==> src/hw/rtl/pwl_pkg.sv <==
`timescale 1ns / 1ps
// ----------------------------------------------------------------------------
// pwl_pkg: shared types and constants for the piecewise-linear lookup
// Table geometry, field widths, command and status codes, and the structs
// that travel between the front, the command queue, the back and the divider.
// ----------------------------------------------------------------------------
package pwl_pkg;

  // Table geometry
  localparam int ROWS   = 256;
  localparam int TABLES = 4;

  // Field widths at the ports
  localparam int CODE_W  = 12;
  localparam int VAL_W   = 24;
  localparam int ROWIN_W = 8;
  localparam int TIDIN_W = 2;
  localparam int STAT_W  = 2;

  localparam int IN_DATA_W  = ((ROWIN_W + CODE_W + VAL_W + 7) / 8) * 8;
  localparam int IN_USER_W  = 1 + TIDIN_W;
  localparam int OUT_DATA_W = ((VAL_W + 7) / 8) * 8;
  localparam int OUT_USER_W = STAT_W;

  // Derived internal widths
  localparam int ROW_W   = $clog2(ROWS);
  localparam int TID_W   = (TABLES > 1) ? $clog2(TABLES) : 1;
  localparam int DEPTH   = TABLES * ROWS;
  localparam int ADDR_W  = $clog2(DEPTH);
  localparam int CNT_W   = $clog2(ROWS + 1);
  localparam int WORD_W  = CODE_W + VAL_W;
  localparam int PROD_W  = VAL_W + CODE_W + 2;
  localparam int DVD_W   = VAL_W + CODE_W;
  localparam int DCNT_W  = $clog2(DVD_W + 1);
  localparam int SUM_W   = DVD_W + 2;

  // Command queue depth, a power of two
  localparam int FIFO_DEPTH = 4;
  localparam int FIFO_PTR_W = $clog2(FIFO_DEPTH);

  typedef enum logic [1:0] {
    CMD_WRITE,
    CMD_SKIP,
    CMD_CONV
  } cmd_kind_t;

  typedef enum logic [STAT_W-1:0] {
    ST_INTERP   = 2'd0,
    ST_CLAMP    = 2'd1,
    ST_NOTFOUND = 2'd2,
    ST_WRITE    = 2'd3
  } status_t;

  typedef struct packed {
    cmd_kind_t          kind;
    logic [TID_W-1:0]   tid;
    logic [ROW_W-1:0]   row;
    logic [CODE_W-1:0]  code;
    logic [VAL_W-1:0]   tval;
  } cmd_t;

  typedef struct packed {
    logic               start;
    logic [DVD_W-1:0]   dividend;
    logic [CODE_W-1:0]  divisor;
  } div_req_t;

  typedef struct packed {
    logic               done;
    logic [DVD_W-1:0]   quotient;
  } div_rsp_t;

  // First memory address of a table
  function automatic logic [ADDR_W-1:0] base_of(input logic [TID_W-1:0] tid);
    return ADDR_W'(int'(tid) * ROWS);
  endfunction

endpackage

==> src/hw/rtl/pwl_fifo.sv <==
`timescale 1ns / 1ps
// ----------------------------------------------------------------------------
// pwl_fifo: command queue
// Short queue of decoded commands between the front and the back.
// ----------------------------------------------------------------------------
module pwl_fifo (
  input  logic           clk,
  input  logic           rst,
  input  logic           push_valid,
  input  pwl_pkg::cmd_t  push_cmd,
  output logic           full,
  input  logic           pop,
  output logic           pop_valid,
  output pwl_pkg::cmd_t  pop_cmd
);

  pwl_pkg::cmd_t                   entries [pwl_pkg::FIFO_DEPTH];
  logic [pwl_pkg::FIFO_PTR_W-1:0]  wr_ptr;
  logic [pwl_pkg::FIFO_PTR_W-1:0]  rd_ptr;
  logic [pwl_pkg::FIFO_PTR_W:0]    count;
  logic                            do_push;
  logic                            do_pop;

  assign full      = (count == (pwl_pkg::FIFO_PTR_W + 1)'(pwl_pkg::FIFO_DEPTH));
  assign pop_valid = (count != '0);
  assign pop_cmd   = entries[rd_ptr];
  assign do_push   = push_valid && !full;
  assign do_pop    = pop && pop_valid;

  always_ff @(posedge clk) begin
    if (rst) begin
      wr_ptr <= '0;
      rd_ptr <= '0;
      count  <= '0;
    end else begin
      if (do_push) begin
        wr_ptr <= wr_ptr + 1'b1;
      end
      if (do_pop) begin
        rd_ptr <= rd_ptr + 1'b1;
      end
      unique case ({do_push, do_pop})
        2'b10:   count <= count + 1'b1;
        2'b01:   count <= count - 1'b1;
        default: count <= count;
      endcase
    end
  end

  always_ff @(posedge clk) begin
    if (do_push) begin
      entries[wr_ptr] <= push_cmd;
    end
  end

endmodule

==> config.mk <==
export PLATFORM = sky130hd
export DESIGN_NAME = pwl_fifo
export DESIGN_NICKNAME = d
export VERILOG_FILES = /design/src/hw/rtl/pwl_pkg.sv /design/src/hw/rtl/pwl_fifo.sv
export SDC_FILE = /design/constraint.sdc
export NUM_CORES = 1
export LEC_CHECK = 0
export CAP_MARGIN = 25
export CORE_AREA = 2 2 132 134
export DETAILED_ROUTE_END_ITERATION = 10
export DIE_AREA = 0 0 134 136
export DONT_BUFFER_PORTS = 1
export GPL_ROUTABILITY_DRIVEN = 1
export SLEW_MARGIN = 30
export SYNTH_ARGS = -nofsm -noshare
export SYNTH_HDL_FRONTEND = slang
export SYNTH_SLANG_ARGS = --single-unit
==> constraint.sdc <==
create_clock -name clk -period 4 [get_ports clk]
set_clock_uncertainty 0.2 [all_clocks]
set_input_delay 0.2 -clock clk [delete_from_list [all_inputs] [get_ports clk]]
set_output_delay 0.2 -clock clk [all_outputs]
set_load 0.01 [all_outputs]
==> out/results.ini <==
[status]
status=complete, no violations

[die]
die_h_um=136
dieWidth_um=134
start_util_pct=43.8
die_area_um2=18200
core_um2=16900
row_count=48
ios=102

[clock_tree]
cts-root-buf=clkbuf_16
ctsHoldBuffers=52
cts_resized=0
cts_max_path_buffers=3
cts.clk_slew.worst_paths_ns=0.06
htreeDepth=1
cts_tree=built
postCtsSetupRepairBufs=0
cts_buffers=20
clock-sinks=201
clk_latency_ns=0.48

[worst_setup_path]
cpMostUsedCell=inv_1
crit_family=simple AND/OR/NAND/NOR gates
r2r_slack_ns=1.41
worstPathMaxFanout=6
critPathRequiredTime_ns=4.20
crit_path_cell_trace=nor3b_2 > nor2_1 > inv_1 > ha_1 > inv_1 > fa_1 > xor2_1 > or3_1 > a21oi_1
cp_data_arrival_time_ns=2.78
cp-end-kind=flip-flop
startpoint_type=flip-flop
crit_type=flip-flop to flip-flop
crit_slowest_cell=dfxtp_1
slowest_delay_ns=0.40
crit_buf_inv=2

[detailed_routing]
met3_length_um=1050
ant_nets=0
wl_met2_um=6190
first_pass_iters=4
routed-via-count=3189
wl_um=13300
drt_iter0_drc=155
highest_layer=met4
drcViolationCount=0
vias_per_cell=5.22
wl_met1_um=5790
wl_per_cell_um=21.7

[synthesis]
synth.area.top_cells=edfxtp_1, mux4_2, dfxtp_1
synth_top_area_cell=edfxtp_1
yosys_warnings=0
synthArstFlopShare_pct=0
synthCells=302
syn_area_per_cell_um2=24.5
ys_ff_latch=201
syn_nets=360
synth_top_area_share_pct=78.0
synth_cell_types=23
synth_edf_count=192
ys_seq_area_share_pct=80.4
syn_area_um2=7390
synth_ff_type=edfxtp_1

[sta]
finalCritPeriodShare_pct=64.7
max_freq_ghz=0.387
tightest_slew_ns=0.907
setup_viol=0
min_period_ns=2.59
maxSlewHeadroom_pct=39.6
rsz0062_at_grt=false
slew_viol_final=0
final_hold_viol_count=0
setup_tns_ns=0

[hold_path]
worstHoldPathType=input pin to flip-flop

[global_route]
grt_pass1_wl_um=20400
grt_pass1_vias=3452
antenna_found_initial=1
track_usage_pct=14.9
overflow=0
grt_max_degree=35

[place]
dpl.hpwl_um=8330
port_buffers=0
dpl_cell_area_um2=7690
gp_congestion=0.734

[power]
p_total_uw=5400
power.density_nw_per_um2=612
ir_worst_vdd_mv=0.257
total_leakage_power_uw=0.00278

[cells_and_area]
drive_above_1_share_pct=23.4
areaGrowthSynthToFinish_pct=19.3
final_area_um2=8820
final_cell_mix=edfxtp_1, dlygate4sd3_1, mux4_2
fin_nets=432
fillCellCount=1315
layout_commonest_cell=edfxtp_1
multi_input_area_um2=1350
ff_latch_area_um2=5950

[job]
max-cap-violations=0

[cell type report]
type	instances	area share [%]
antenna	1	0.0284
clock buffer	25	6.13
clock inverter	8	0.724
inverter	7	0.298
multi-input combinational	83	15.3
sequential	201	67.5
tap	225	3.19
timing repair buffer	61	6.81
[worst paths after layout]
path	startpoint	endpoint	cells past startpoint
worst max-delay path	count[2]$_SDFFE_PP0P_	count[2]$_SDFFE_PP0P_	9
worst min-delay path	push_cmd[9]	entries[1][9]$_DFFE_PP_	1
worst max register to register	count[2]$_SDFFE_PP0P_	count[2]$_SDFFE_PP0P_	9
worst min register to register	wr_ptr[1]$_SDFFE_PP0P_	wr_ptr[1]$_SDFFE_PP0P_	2
[flip-flops by register name, summed over array words and instances (netlist names), named ones only]
signal	flops
entries	192
count	3
rd_ptr	2
wr_ptr	2
[synthesized netlist by cell type (all sizes together), types with 2 or more instances]
cell,n
a21oi,3
nor2,7
o21ai,2
dfxtp,9
clkbuf,2
ha,5
nand2b,2
or3,3
mux4,48
edfxtp,192
and2,4
xor2,3
inv,7
buf,9
[where the power goes]
group | total, uW | internal, uW | switching (uW)
Combinational | 998 | 481 | 517
Clock | 1730 | 1020 | 712
Sequential | 2670 | 2520 | 149
[stage by stage]
step / instances / util [%] / hold WS, ns / worst slack, ns
final: 611 / 52.3 / 0.223 / 1.41
after global routing: 611 / 52.3 / 0.226 / 1.21
after detailed placement: 525 / 45.6 / 0.0747 / 1.41
after CTS: 610 / 52.2 / 0.205 / 1.28
after floorplan: 302 / - / 0.0989 / 1.45
after global placement: 524 / 45.4 / 0.0689 / 1.47
[routing by layer]
| metal | vias up | GRT usage [%] |
|---|---|---|
| li1 | 1407 | - |
| met4 | 0 | 4.31 |
| met3 | 18 | 4.62 |
| met5 | - | 0 |
| met1 | 1662 | 20.5 |
| met2 | 102 | 23.2 |
[cells by family (layout without fill, tap and decap cells)]
family,Yosys count,in the layout,synth area share (%)
AO/OA/AOI/OAI,7,7,0.575
XOR/XNOR,4,4,0.474
adder cells (fa/ha/maj),6,6,1.12
buffers and inverters,18,101,1.37
flip-flops,201,201,80.4
multiplexers,49,49,14.8
other,0,1,0
AND/OR/NAND/NOR,17,17,1.29
Note: power is estimated with default switching activity, not from simulation.
