File: config.mk
export PLATFORM = sky130hd
export DESIGN_NAME = pwl_front
export DESIGN_NICKNAME = d
export VERILOG_FILES = /design/src/hw/rtl/pwl_pkg.sv /design/src/hw/rtl/pwl_front.sv
export SDC_FILE = /design/constraint.sdc
export NUM_CORES = 1
export LEC_CHECK = 0
export BUFFER_PORTS_ARGS = -buffer_cell sky130_fd_sc_hd__buf_2
export CAP_MARGIN = 5
export CORE_MARGIN = 1
export CORE_UTILIZATION = 41
export CTS_BUF_LIST = sky130_fd_sc_hd__clkbuf_4 sky130_fd_sc_hd__clkbuf_8
export DETAILED_ROUTE_END_ITERATION = 6
export PLACE_DENSITY = 0.85
export SYNTH_ARGS = -nofsm -noshare
export SYNTH_HDL_FRONTEND = slang
export SYNTH_SLANG_ARGS = --single-unit
File: constraint.sdc
create_clock -name clk -period 2.3 [get_ports clk]
set_input_delay 0.23 -clock clk [delete_from_list [all_inputs] [get_ports clk]]
set_output_delay 0.23 -clock clk [all_outputs]
set_load 0.05 [all_outputs]
File: src/hw/rtl/pwl_pkg.sv
`timescale 1ns / 1ps
// ----------------------------------------------------------------------------
// pwl_pkg: shared types and constants for the piecewise-linear lookup
// Table geometry, field widths, command and status codes, and the structs
// that travel between the front, the command queue, the back and the divider.
// ----------------------------------------------------------------------------
package pwl_pkg;

  // Table geometry
  localparam int ROWS   = 256;
  localparam int TABLES = 4;

  // Field widths at the ports
  localparam int CODE_W  = 12;
  localparam int VAL_W   = 24;
  localparam int ROWIN_W = 8;
  localparam int TIDIN_W = 2;
  localparam int STAT_W  = 2;

  localparam int IN_DATA_W  = ((ROWIN_W + CODE_W + VAL_W + 7) / 8) * 8;
  localparam int IN_USER_W  = 1 + TIDIN_W;
  localparam int OUT_DATA_W = ((VAL_W + 7) / 8) * 8;
  localparam int OUT_USER_W = STAT_W;

  // Derived internal widths
  localparam int ROW_W   = $clog2(ROWS);
  localparam int TID_W   = (TABLES > 1) ? $clog2(TABLES) : 1;
  localparam int DEPTH   = TABLES * ROWS;
  localparam int ADDR_W  = $clog2(DEPTH);
  localparam int CNT_W   = $clog2(ROWS + 1);
  localparam int WORD_W  = CODE_W + VAL_W;
  localparam int PROD_W  = VAL_W + CODE_W + 2;
  localparam int DVD_W   = VAL_W + CODE_W;
  localparam int DCNT_W  = $clog2(DVD_W + 1);
  localparam int SUM_W   = DVD_W + 2;

  // Command queue depth, a power of two
  localparam int FIFO_DEPTH = 4;
  localparam int FIFO_PTR_W = $clog2(FIFO_DEPTH);

  typedef enum logic [1:0] {
    CMD_WRITE,
    CMD_SKIP,
    CMD_CONV
  } cmd_kind_t;

  typedef enum logic [STAT_W-1:0] {
    ST_INTERP   = 2'd0,
    ST_CLAMP    = 2'd1,
    ST_NOTFOUND = 2'd2,
    ST_WRITE    = 2'd3
  } status_t;

  typedef struct packed {
    cmd_kind_t          kind;
    logic [TID_W-1:0]   tid;
    logic [ROW_W-1:0]   row;
    logic [CODE_W-1:0]  code;
    logic [VAL_W-1:0]   tval;
  } cmd_t;

  typedef struct packed {
    logic               start;
    logic [DVD_W-1:0]   dividend;
    logic [CODE_W-1:0]  divisor;
  } div_req_t;

  typedef struct packed {
    logic               done;
    logic [DVD_W-1:0]   quotient;
  } div_rsp_t;

  // First memory address of a table
  function automatic logic [ADDR_W-1:0] base_of(input logic [TID_W-1:0] tid);
    return ADDR_W'(int'(tid) * ROWS);
  endfunction

endpackage

File: src/hw/rtl/pwl_front.sv
`timescale 1ns / 1ps
// ----------------------------------------------------------------------------
// pwl_front: input stage
// Accepts input transfers, decodes and classifies them into commands and
// hands them to the command queue through one register stage.
// ----------------------------------------------------------------------------
module pwl_front (
  input  logic                            clk,
  input  logic                            rst,
  input  logic                            s_tvalid,
  output logic                            s_tready,
  input  logic [pwl_pkg::IN_DATA_W-1:0]   s_tdata,
  input  logic [pwl_pkg::IN_USER_W-1:0]   s_tuser,
  input  logic                            hold,
  output logic                            push_valid,
  output pwl_pkg::cmd_t                   push_cmd,
  input  logic                            full
);

  logic                          mode;
  logic [pwl_pkg::TIDIN_W-1:0]   tid_in;
  logic [pwl_pkg::ROWIN_W-1:0]   row_in;
  pwl_pkg::cmd_t                 cmd_next;
  logic                          stg_valid;
  pwl_pkg::cmd_t                 stg_cmd;

  always_comb begin
    mode   = s_tuser[0];
    tid_in = s_tuser[1 +: pwl_pkg::TIDIN_W];
    row_in = s_tdata[pwl_pkg::ROWIN_W-1:0];

    cmd_next.code = s_tdata[pwl_pkg::ROWIN_W +: pwl_pkg::CODE_W];
    cmd_next.tval = s_tdata[pwl_pkg::ROWIN_W + pwl_pkg::CODE_W +: pwl_pkg::VAL_W];
    cmd_next.row  = pwl_pkg::ROW_W'(row_in);

    // Unknown table falls back to table 0
    if (int'(tid_in) < pwl_pkg::TABLES) begin
      cmd_next.tid = pwl_pkg::TID_W'(tid_in);
    end else begin
      cmd_next.tid = '0;
    end

    if (mode) begin
      cmd_next.kind = pwl_pkg::CMD_CONV;
    end else if (int'(row_in) < pwl_pkg::ROWS) begin
      cmd_next.kind = pwl_pkg::CMD_WRITE;
    end else begin
      cmd_next.kind = pwl_pkg::CMD_SKIP;
    end
  end

  assign s_tready   = !hold && (!stg_valid || !full);
  assign push_valid = stg_valid;
  assign push_cmd   = stg_cmd;

  always_ff @(posedge clk) begin
    if (rst) begin
      stg_valid <= 1'b0;
    end else if (s_tvalid && s_tready) begin
      stg_valid <= 1'b1;
    end else if (!full) begin
      stg_valid <= 1'b0;
    end
  end

  always_ff @(posedge clk) begin
    if (s_tvalid && s_tready) begin
      stg_cmd <= cmd_next;
    end
  end

endmodule

==> metrics.cfg <==
[global_routing]
gr-usage-met3 = 0.0441
use_met1 = 0.125
grt_pass1_wl_mm = 3.93
grtUsageTotal = 0.137
grt_pass1_vias = 903
grt_use_met2 = 0.264
grt-ovfl-total = 0
gr-max-usage-layer = met2
grt_max_degree = 48
grt_antenna_before_repair = 0

[route]
drtAntennaViolNets = 0
routed_wl_mm = 2.52
dr_total_vias = 909
wire_per_inst_um = 12.2
vias_per_cell = 4.39
drt_iter0_markers = 15
drtPass1Iterations = 4
drc = 0

[logic_synthesis]
synthCells = 55
yosysTopAreaCell = edfxtp_1
yosys_warnings = 0
synthDistinctLibCells = 8
syn_area_um2 = 1480
synth_nets = 111
synth_top_area_frac = 0.952
netlist_top_cells_area = edfxtp_1 (95%), dfxtp_1 (1.4%), a21oi_2 (1.2%)
syn_avg_cell_area_um2 = 27.0
seq_area_frac_synth = 0.965
synth_seq_cells = 48

[die]
fp.dieW_um = 62.1
start_util = 0.437
rows = 21
core_region_area_um2 = 3390
die_area_um2 = 3860
io_pins = 106
die_h_um = 62.1

[critical_path]
path_delay_family = flip-flops
path_buf_inv = 1
path_max_fanout = 4
rrSetupSlack_ps = 960
slowest_stage = dfxtp_1
reg2reg_depth = 2
r2r-start = push_valid
path_cells = a21oi_1 > buf_2
start_kind = flop
cp-end-kind = output pin
cp_slowest_stage_delay_ps = 370
critical_path_class = flop to output pin
cp_data_arrival_time_ps = 1120
r2r_end = push_cmd[16]
critPathRequiredTime_ps = 2070

[clock_tree]
root_buffer = clkbuf_4
cts_made_buffers = 5
cts_tree = yes
postCtsSetupBuffers = 0
ctsResizeCount = 0
htreeDepth = 2
clock-sinks = 48
clock_latency_ps = 340
ctsHoldBuffers = 0
path_clk_slew_ps = 120
clockBufferDepth = 2

[final_layout]
layout_commonest_cell = buf_2
num_antenna_cells = 0
area_growth_syn_to_layout_pct = 42.7
final_layout_size_suffix_gt1_frac = 0.683
final_cell_mix = buf_2 (100), edfxtp_1 (47), clkbuf_4 (5)
nets = 218

[timing]
min_period_ps = 1350
finClkSkew_ps = 3.40
hold_viol = 0
slew_viol_final = 0
setup_tns_ps = 0
setup_viol = 0
slew_headroom = 0.630
rsz0062_at_grt = no
fmax_mhz = 740
worst-slew-pin-transition_ps = 555
min_period_over_period = 0.588

[pwr]
power_density_nw_per_um2 = 798
p_leak_nw = 0.904
fin_total_pwr_mw = 1.69
vdd_ir_drop_max_mv = 0.456

[placed_design]
gp_congestion = 0.699
io_buffers = 100

[min_path]
hold_path_end = push_valid
hp-start = rst
holdPathStages = 2
worst_hold_path_type = input port to flop

[run_status]
status = finished, final reports clean

[job]
maxCapViolations = 0

-- synth_stat cells --
cell type / instances
edfxtp_1: 47
a21oi_2: 2
a21oi_1: 1
buf_4: 1
conb_1: 1
dfxtp_1: 1
nand2_1: 1
nand2b_4: 1
-- worst max-delay path by stage --
| stage | from | end | slack (ps) | cells past startpoint |
|---|---|---|---|---|
| after floorplan | push_valid | push_cmd[0] | 480 | 1 |
| after global placement | hold | push_cmd[35] | 880 | 4 |
| after detailed placement | hold | push_cmd[31] | 830 | 4 |
| after CTS | push_valid | s_tready | 920 | 2 |
| after global routing | push_valid | push_cmd[6] | 880 | 2 |
| final | push_valid | s_tready | 950 | 2 |
-- through the flow --
stage                     setup WS [ps]  cells  cell area [um^2]   util  hold slack, ps
final                               948    207              2120  0.624            38.7
after detailed placement            834    201              2050  0.604             402
after global placement              883    201              2050  0.604             391
after floorplan                     482     55              1490      -             292
after global routing                875    207              2120  0.624            8.61
after CTS                           920    207              2120  0.624            18.6
-- state kept, by name, indices dropped and copies added, names as in the netlist --
register    count
push_valid      1
push_cmd       47
-- cells by family after synthesis --
logic type	Yosys count	synth area share
flip-flops	48	0.965
AO/OA/AOI/OAI	3	0.0152
AND/OR/NAND/NOR	2	0.0118
buffers and inverters	1	0.00507
other	1	0.00253
-- power breakdown --
group | internal, mW | total [mW] | switching, mW
combinational | 0.0576 | 0.230 | 0.173
sequential | 1.00 | 1.01 | 0.00880
clock | 0.218 | 0.445 | 0.227
total | 1.28 | 1.69 | 0.409
-- per-layer routing --
metal  share of wire  up-vias
met3           0.089        3
met4           0.010        0
li1                -      425
met1            0.33      423
met5               0        -
met2            0.57       58
-- area by class of cell --
| type | count | area [um^2] |
|---|---|---|
| repair buffers | 101 | 508 |
| fillers | 263 | 1270 |
| flip-flops and latches | 48 | 1430 |
| multi-input cells | 6 | 51.3 |
| well taps | 46 | 57.6 |
| clock buffers | 5 | 37.5 |
| clock inverters | 1 | 30.0 |
Note: power is estimated with default switching activity, not from simulation.
