$ cat src/hw/rtl/pwl_pkg.sv
`timescale 1ns / 1ps
// ----------------------------------------------------------------------------
// pwl_pkg: shared types and constants for the piecewise-linear lookup
// Table geometry, field widths, command and status codes, and the structs
// that travel between the front, the command queue, the back and the divider.
// ----------------------------------------------------------------------------
package pwl_pkg;

  // Table geometry
  localparam int ROWS   = 256;
  localparam int TABLES = 4;

  // Field widths at the ports
  localparam int CODE_W  = 12;
  localparam int VAL_W   = 24;
  localparam int ROWIN_W = 8;
  localparam int TIDIN_W = 2;
  localparam int STAT_W  = 2;

  localparam int IN_DATA_W  = ((ROWIN_W + CODE_W + VAL_W + 7) / 8) * 8;
  localparam int IN_USER_W  = 1 + TIDIN_W;
  localparam int OUT_DATA_W = ((VAL_W + 7) / 8) * 8;
  localparam int OUT_USER_W = STAT_W;

  // Derived internal widths
  localparam int ROW_W   = $clog2(ROWS);
  localparam int TID_W   = (TABLES > 1) ? $clog2(TABLES) : 1;
  localparam int DEPTH   = TABLES * ROWS;
  localparam int ADDR_W  = $clog2(DEPTH);
  localparam int CNT_W   = $clog2(ROWS + 1);
  localparam int WORD_W  = CODE_W + VAL_W;
  localparam int PROD_W  = VAL_W + CODE_W + 2;
  localparam int DVD_W   = VAL_W + CODE_W;
  localparam int DCNT_W  = $clog2(DVD_W + 1);
  localparam int SUM_W   = DVD_W + 2;

  // Command queue depth, a power of two
  localparam int FIFO_DEPTH = 4;
  localparam int FIFO_PTR_W = $clog2(FIFO_DEPTH);

  typedef enum logic [1:0] {
    CMD_WRITE,
    CMD_SKIP,
    CMD_CONV
  } cmd_kind_t;

  typedef enum logic [STAT_W-1:0] {
    ST_INTERP   = 2'd0,
    ST_CLAMP    = 2'd1,
    ST_NOTFOUND = 2'd2,
    ST_WRITE    = 2'd3
  } status_t;

  typedef struct packed {
    cmd_kind_t          kind;
    logic [TID_W-1:0]   tid;
    logic [ROW_W-1:0]   row;
    logic [CODE_W-1:0]  code;
    logic [VAL_W-1:0]   tval;
  } cmd_t;

  typedef struct packed {
    logic               start;
    logic [DVD_W-1:0]   dividend;
    logic [CODE_W-1:0]  divisor;
  } div_req_t;

  typedef struct packed {
    logic               done;
    logic [DVD_W-1:0]   quotient;
  } div_rsp_t;

  // First memory address of a table
  function automatic logic [ADDR_W-1:0] base_of(input logic [TID_W-1:0] tid);
    return ADDR_W'(int'(tid) * ROWS);
  endfunction

endpackage

$ cat src/hw/rtl/pwl_div.sv
`timescale 1ns / 1ps
// ----------------------------------------------------------------------------
// pwl_div: serial unsigned divider
// Restoring division, one quotient bit per cycle, done pulses with the result.
// ----------------------------------------------------------------------------
module pwl_div (
  input  logic               clk,
  input  logic               rst,
  input  pwl_pkg::div_req_t  req,
  output pwl_pkg::div_rsp_t  rsp
);

  logic                          busy;
  logic                          done;
  logic [pwl_pkg::DCNT_W-1:0]    cnt;
  logic [pwl_pkg::CODE_W-1:0]    rem;
  logic [pwl_pkg::CODE_W-1:0]    dsr;
  logic [pwl_pkg::DVD_W-1:0]     quo;
  logic [pwl_pkg::CODE_W:0]      trial;
  logic                          fits;

  assign trial = {rem, quo[pwl_pkg::DVD_W-1]};
  assign fits  = (trial >= {1'b0, dsr});

  assign rsp.done     = done;
  assign rsp.quotient = quo;

  always_ff @(posedge clk) begin
    if (rst) begin
      busy <= 1'b0;
      done <= 1'b0;
      cnt  <= '0;
    end else begin
      done <= 1'b0;
      if (req.start) begin
        busy <= 1'b1;
        cnt  <= pwl_pkg::DCNT_W'(pwl_pkg::DVD_W);
      end else if (busy) begin
        cnt <= cnt - 1'b1;
        if (cnt == pwl_pkg::DCNT_W'(1)) begin
          busy <= 1'b0;
          done <= 1'b1;
        end
      end
    end
  end

  always_ff @(posedge clk) begin
    if (req.start) begin
      quo <= req.dividend;
      rem <= '0;
      dsr <= req.divisor;
    end else if (busy) begin
      if (fits) begin
        rem <= pwl_pkg::CODE_W'(trial - {1'b0, dsr});
      end else begin
        rem <= trial[pwl_pkg::CODE_W-1:0];
      end
      quo <= {quo[pwl_pkg::DVD_W-2:0], fits};
    end
  end

endmodule

$ cat config.mk
export PLATFORM = sky130hd
export DESIGN_NAME = pwl_div
export DESIGN_NICKNAME = d
export VERILOG_FILES = /design/src/hw/rtl/pwl_pkg.sv /design/src/hw/rtl/pwl_div.sv
export SDC_FILE = /design/constraint.sdc
export NUM_CORES = 1
export LEC_CHECK = 0
export BUFFER_PORTS_ARGS = -buffer_cell sky130_fd_sc_hd__buf_4
export CAP_MARGIN = 20
export CORE_MARGIN = 2
export CORE_UTILIZATION = 45
export CTS_CLUSTER_DIAMETER = 40
export DETAILED_ROUTE_END_ITERATION = 6
export GPL_TIMING_DRIVEN = 0
export PLACE_DENSITY = 0.7
export SYNTH_ARGS = -nofsm -noshare
export SYNTH_HDL_FRONTEND = slang
export SYNTH_SLANG_ARGS = --single-unit
$ cat constraint.sdc
create_clock -name clk -period 2.7 [get_ports clk]
set_input_delay 0.54 -clock clk [delete_from_list [all_inputs] [get_ports clk]]
set_output_delay 0.54 -clock clk [all_outputs]
set_load 0.005 [all_outputs]
==> results.md <==
* Post-synthesis cell count at 286
* Synth Net Count at approximately 350
* Final design area excluding fillers at approximately 4400 um^2
* H-tree depth at 3
* Leakage power total at around 1.8 nW
* I/O pin cnt at between 80 and 90
* Routed length on met1 at roughly 3.3 mm
* Root buf cell: clkbuf_8
* Floorplan core area at ~7300 um^2
* Overall via count from detail_route at 2506
* Initial detailed-routing violation count at 133
* Top cell type's share of synthesized area at between 40 and 50%
* Unique cell type count in the Yosys netlist at between 40 and 50
* Max IR drop VDD at ~310 uV
* Via density at approximately 5.2
* Number of remaining DRC errors at 0
* Final number of max-transition violations at 0
* Die outline height at between 90 and 100 um
* Required time of the critical path at slightly below 3 ns
* Crit Path Class: reg -> reg
* CTS tree: done
* Worst Setup Slack, final at about 0.20 ns
* Met3 wire len at 351 um
* Initial antenna violation count at 0
* Syn_area_per_cell at roughly 12 um^2
* Die Footprint at approximately 8300 um^2
* Yosys Warn Count at 0
* Overall power after layout at approximately 2.6 mW
* Data arrival time of the critical path at 2.77 ns
* Hold violation count in the final report at 0
* Crit. End Element: flip-flop
* Biggest fanout along the worst timing path at 4
* Max-cap violations at 0
* Remaining number of nets flagged by the antenna check after routing at 0
* Sequential area share after synthesis at a little over half
* Ratio of cells with drive above 1 in the final layout at between 30% and 40%
* Dpl hpwl at 5.26 mm
* Effective utilization at floorplan at approximately 47%
* Netlist area before placement at 3410 um^2
* Vias in the first global route at 2524
* Hold buffers post-CTS at 0
* Number of flops mapped to enable cells by yosys at 48
* Setup repair after global routing missed its margin: no
* Rel. slew slack at roughly 45%
* Number of placement rows at 31
* Clock insertion delay at the later pin of the skew report at between 0.3 and 0.4 ns
* Placed standard-cell area at around 4200 um^2
* Drt pass-1 iters at 4
* Async set-or-reset flop fraction in the synthesized netlist at 0%
* Cell type with the highest aggregate area in the netlist: edfxtp_1
* Area growth, synth to finish at 27.9%
* Setup violation total in the final timing report at 0
* Biggest area contributors in the synthesized netlist: edfxtp_1 42%, mux2_2 12%, dfxtp_1 12%, ha_1 5.1%, nor2_1 2.6%
* GRT overflow at 0
* Overall global routing resource usage at 18.1%
* #FFs+latches synth at 68
* Wire length of the first global-routing pass at roughly 12 mm
* Main flop type after synthesis: edfxtp_1
* Inserted Clock Buffers at 9
* Worst setup timing slack at the placement stage at -0.122 ns
* Routed WL at between 7 and 8 mm
* Number of buffers inserted by post-CTS setup repair at 0
* Highest signal layer in the routed design: met4
* Final setup skew at slightly above 0.01 ns
* RePlAce Congestion at 0.841
* Fmax at 0.400 GHz
* Port Buf Inserts at 86
* P per Cell Area at roughly 600 nW/um^2
* Hold crit path type: in -> reg
* Min Clock Period, post-route at roughly 2.5 ns
* Crit path launch type: flip-flop
* Placed Instances at approximately 470
* Clock sink count at slightly below 70
* Count of placed standard cells in the final layout, fillers left out at 486
* Fin nets at ~450
* Measured slew at the worst slew-check pin at between 0.8 and 0.9 ns
* Post-detailed-route wirelength per cell at ~15 um
* Die Width at 91.1 um
* Clock transition at the registers of the reported paths at 0.07 ns
* Period Utilization, post-route at 92.7%
* Top post-synthesis cells by count: 48 x edfxtp_1, 36 x mux2_2, 24 x nor2_1
* Maximum number of pins on one net before global-route repair at 37
* Maximum clock path buffer count at 2
* Result of the run: finished, final reports clean
* Library cell with the highest instance count after synthesis: edfxtp_1
* Routed met2 length at between 3 and 4 mm
* CTS-repair resized insts at 0
* # diodes at 0
[where the power goes]
| part | internal [mW] | total [mW] | switching (mW) |
|---|---|---|---|
| registers | 1.23 | 1.28 | 0.0540 |
| logic | 0.284 | 0.542 | 0.257 |
| clock network | 0.417 | 0.801 | 0.384 |
[layout by cell type, fill, tap and decap left out, types with 2 or more instances in the layout]
| master | instances |
|---|---|
| a211oi_2 | 2 |
| a21o_1 | 3 |
| a21oi_1 | 9 |
| a311oi_1 | 7 |
| a31oi_1 | 3 |
| a41oi_1 | 2 |
| buf_1 | 3 |
| buf_4 | 88 |
| clkbuf_1 | 9 |
| clkbuf_8 | 9 |
| clkinvlp_4 | 2 |
| dfxtp_1 | 20 |
| edfxtp_1 | 48 |
| ha_1 | 14 |
| inv_1 | 17 |
| mux2_2 | 36 |
| nand2_1 | 21 |
| nand3_1 | 5 |
| nor2_1 | 24 |
| nor2b_1 | 2 |
| nor3_1 | 6 |
| nor3b_1 | 3 |
| nor4b_1 | 2 |
| o21a_1 | 3 |
| o21ai_0 | 10 |
| or3_1 | 3 |
| xnor2_1 | 7 |
| xor2_1 | 4 |
[cells by family (layout without fill, tap and decap cells)]
| group | Yosys count | in the layout | share of synthesized area (%) |
|---|---|---|---|
| buffers and inverters | 31 | 132 | 3.85 |
| AO/OA/AOI/OAI | 53 | 53 | 11.4 |
| AND/OR/NAND/NOR | 70 | 70 | 9.61 |
| XOR/XNOR | 11 | 11 | 2.82 |
| flip-flops | 68 | 68 | 54.0 |
| multiplexers | 38 | 38 | 12.6 |
| adder cells (fa/ha/maj) | 15 | 15 | 5.72 |
[sequential cells by signal, summed over array words and instances (netlist names)]
register,flops
dsr,12
rem,12
done,1
cnt,6
quo,36
busy,1
[worst max-delay path, cell delays in order, from the launching register on]
cell and delay, ns:
edfxtp_1 0.38, inv_1 0.10, ha_1 0.25, fa_1 0.41, nor2b_1 0.19, o21bai_1 0.08, a21boi_0 0.44, o221ai_1 0.23
xor2_1 0.18, o21ai_0 0.15
[worst paths after layout]
| check | from | depth (start not counted) | slack [ns] | to |
|---|---|---|---|---|
| max | quo[35] | 9 | 0.20 | rem[10] |
| min reg2reg | cnt[1] | 2 | 0.50 | cnt[1] |
| max reg2reg | quo[35] | 9 | 0.20 | rem[10] |
| min | req[3] | 1 | 0.38 | dsr[3] |
[stage by stage]
| step | utilization, % | hold slack, ns | TNS (ns) |
|---|---|---|---|
| 3_5_place_dp | 57.3 | 0.497 | -4.32 |
| 3_3_place_gp | 57.3 | 0.487 | -2.35 |
| 6_report | 59.8 | 0.377 | 0 |
| 4_1_cts | 59.8 | 0.366 | 0 |
| 2_1_floorplan | - | 0.467 | 0 |
| 5_1_grt | 59.8 | 0.369 | 0 |
[routing by layer]
layer | track usage, % | vias to the layer above
met1 | 23.4 | 1178
met4 | 8.08 | 0
met5 | 0 | -
li1 | - | 1242
met2 | 29.9 | 78
met3 | 2.99 | 8
[layout make-up]
type | instances | area, um^2
clock buffers | 10 | 128
repair buffers | 86 | 646
well taps | 99 | 124
plain buffers | 14 | 67.6
inverters | 17 | 63.8
fillers | 631 | 2930
flip-flops and latches | 68 | 1840
clock inverters | 5 | 53.8
multi-input cells | 187 | 1440
(Power assumes the default switching activity.)
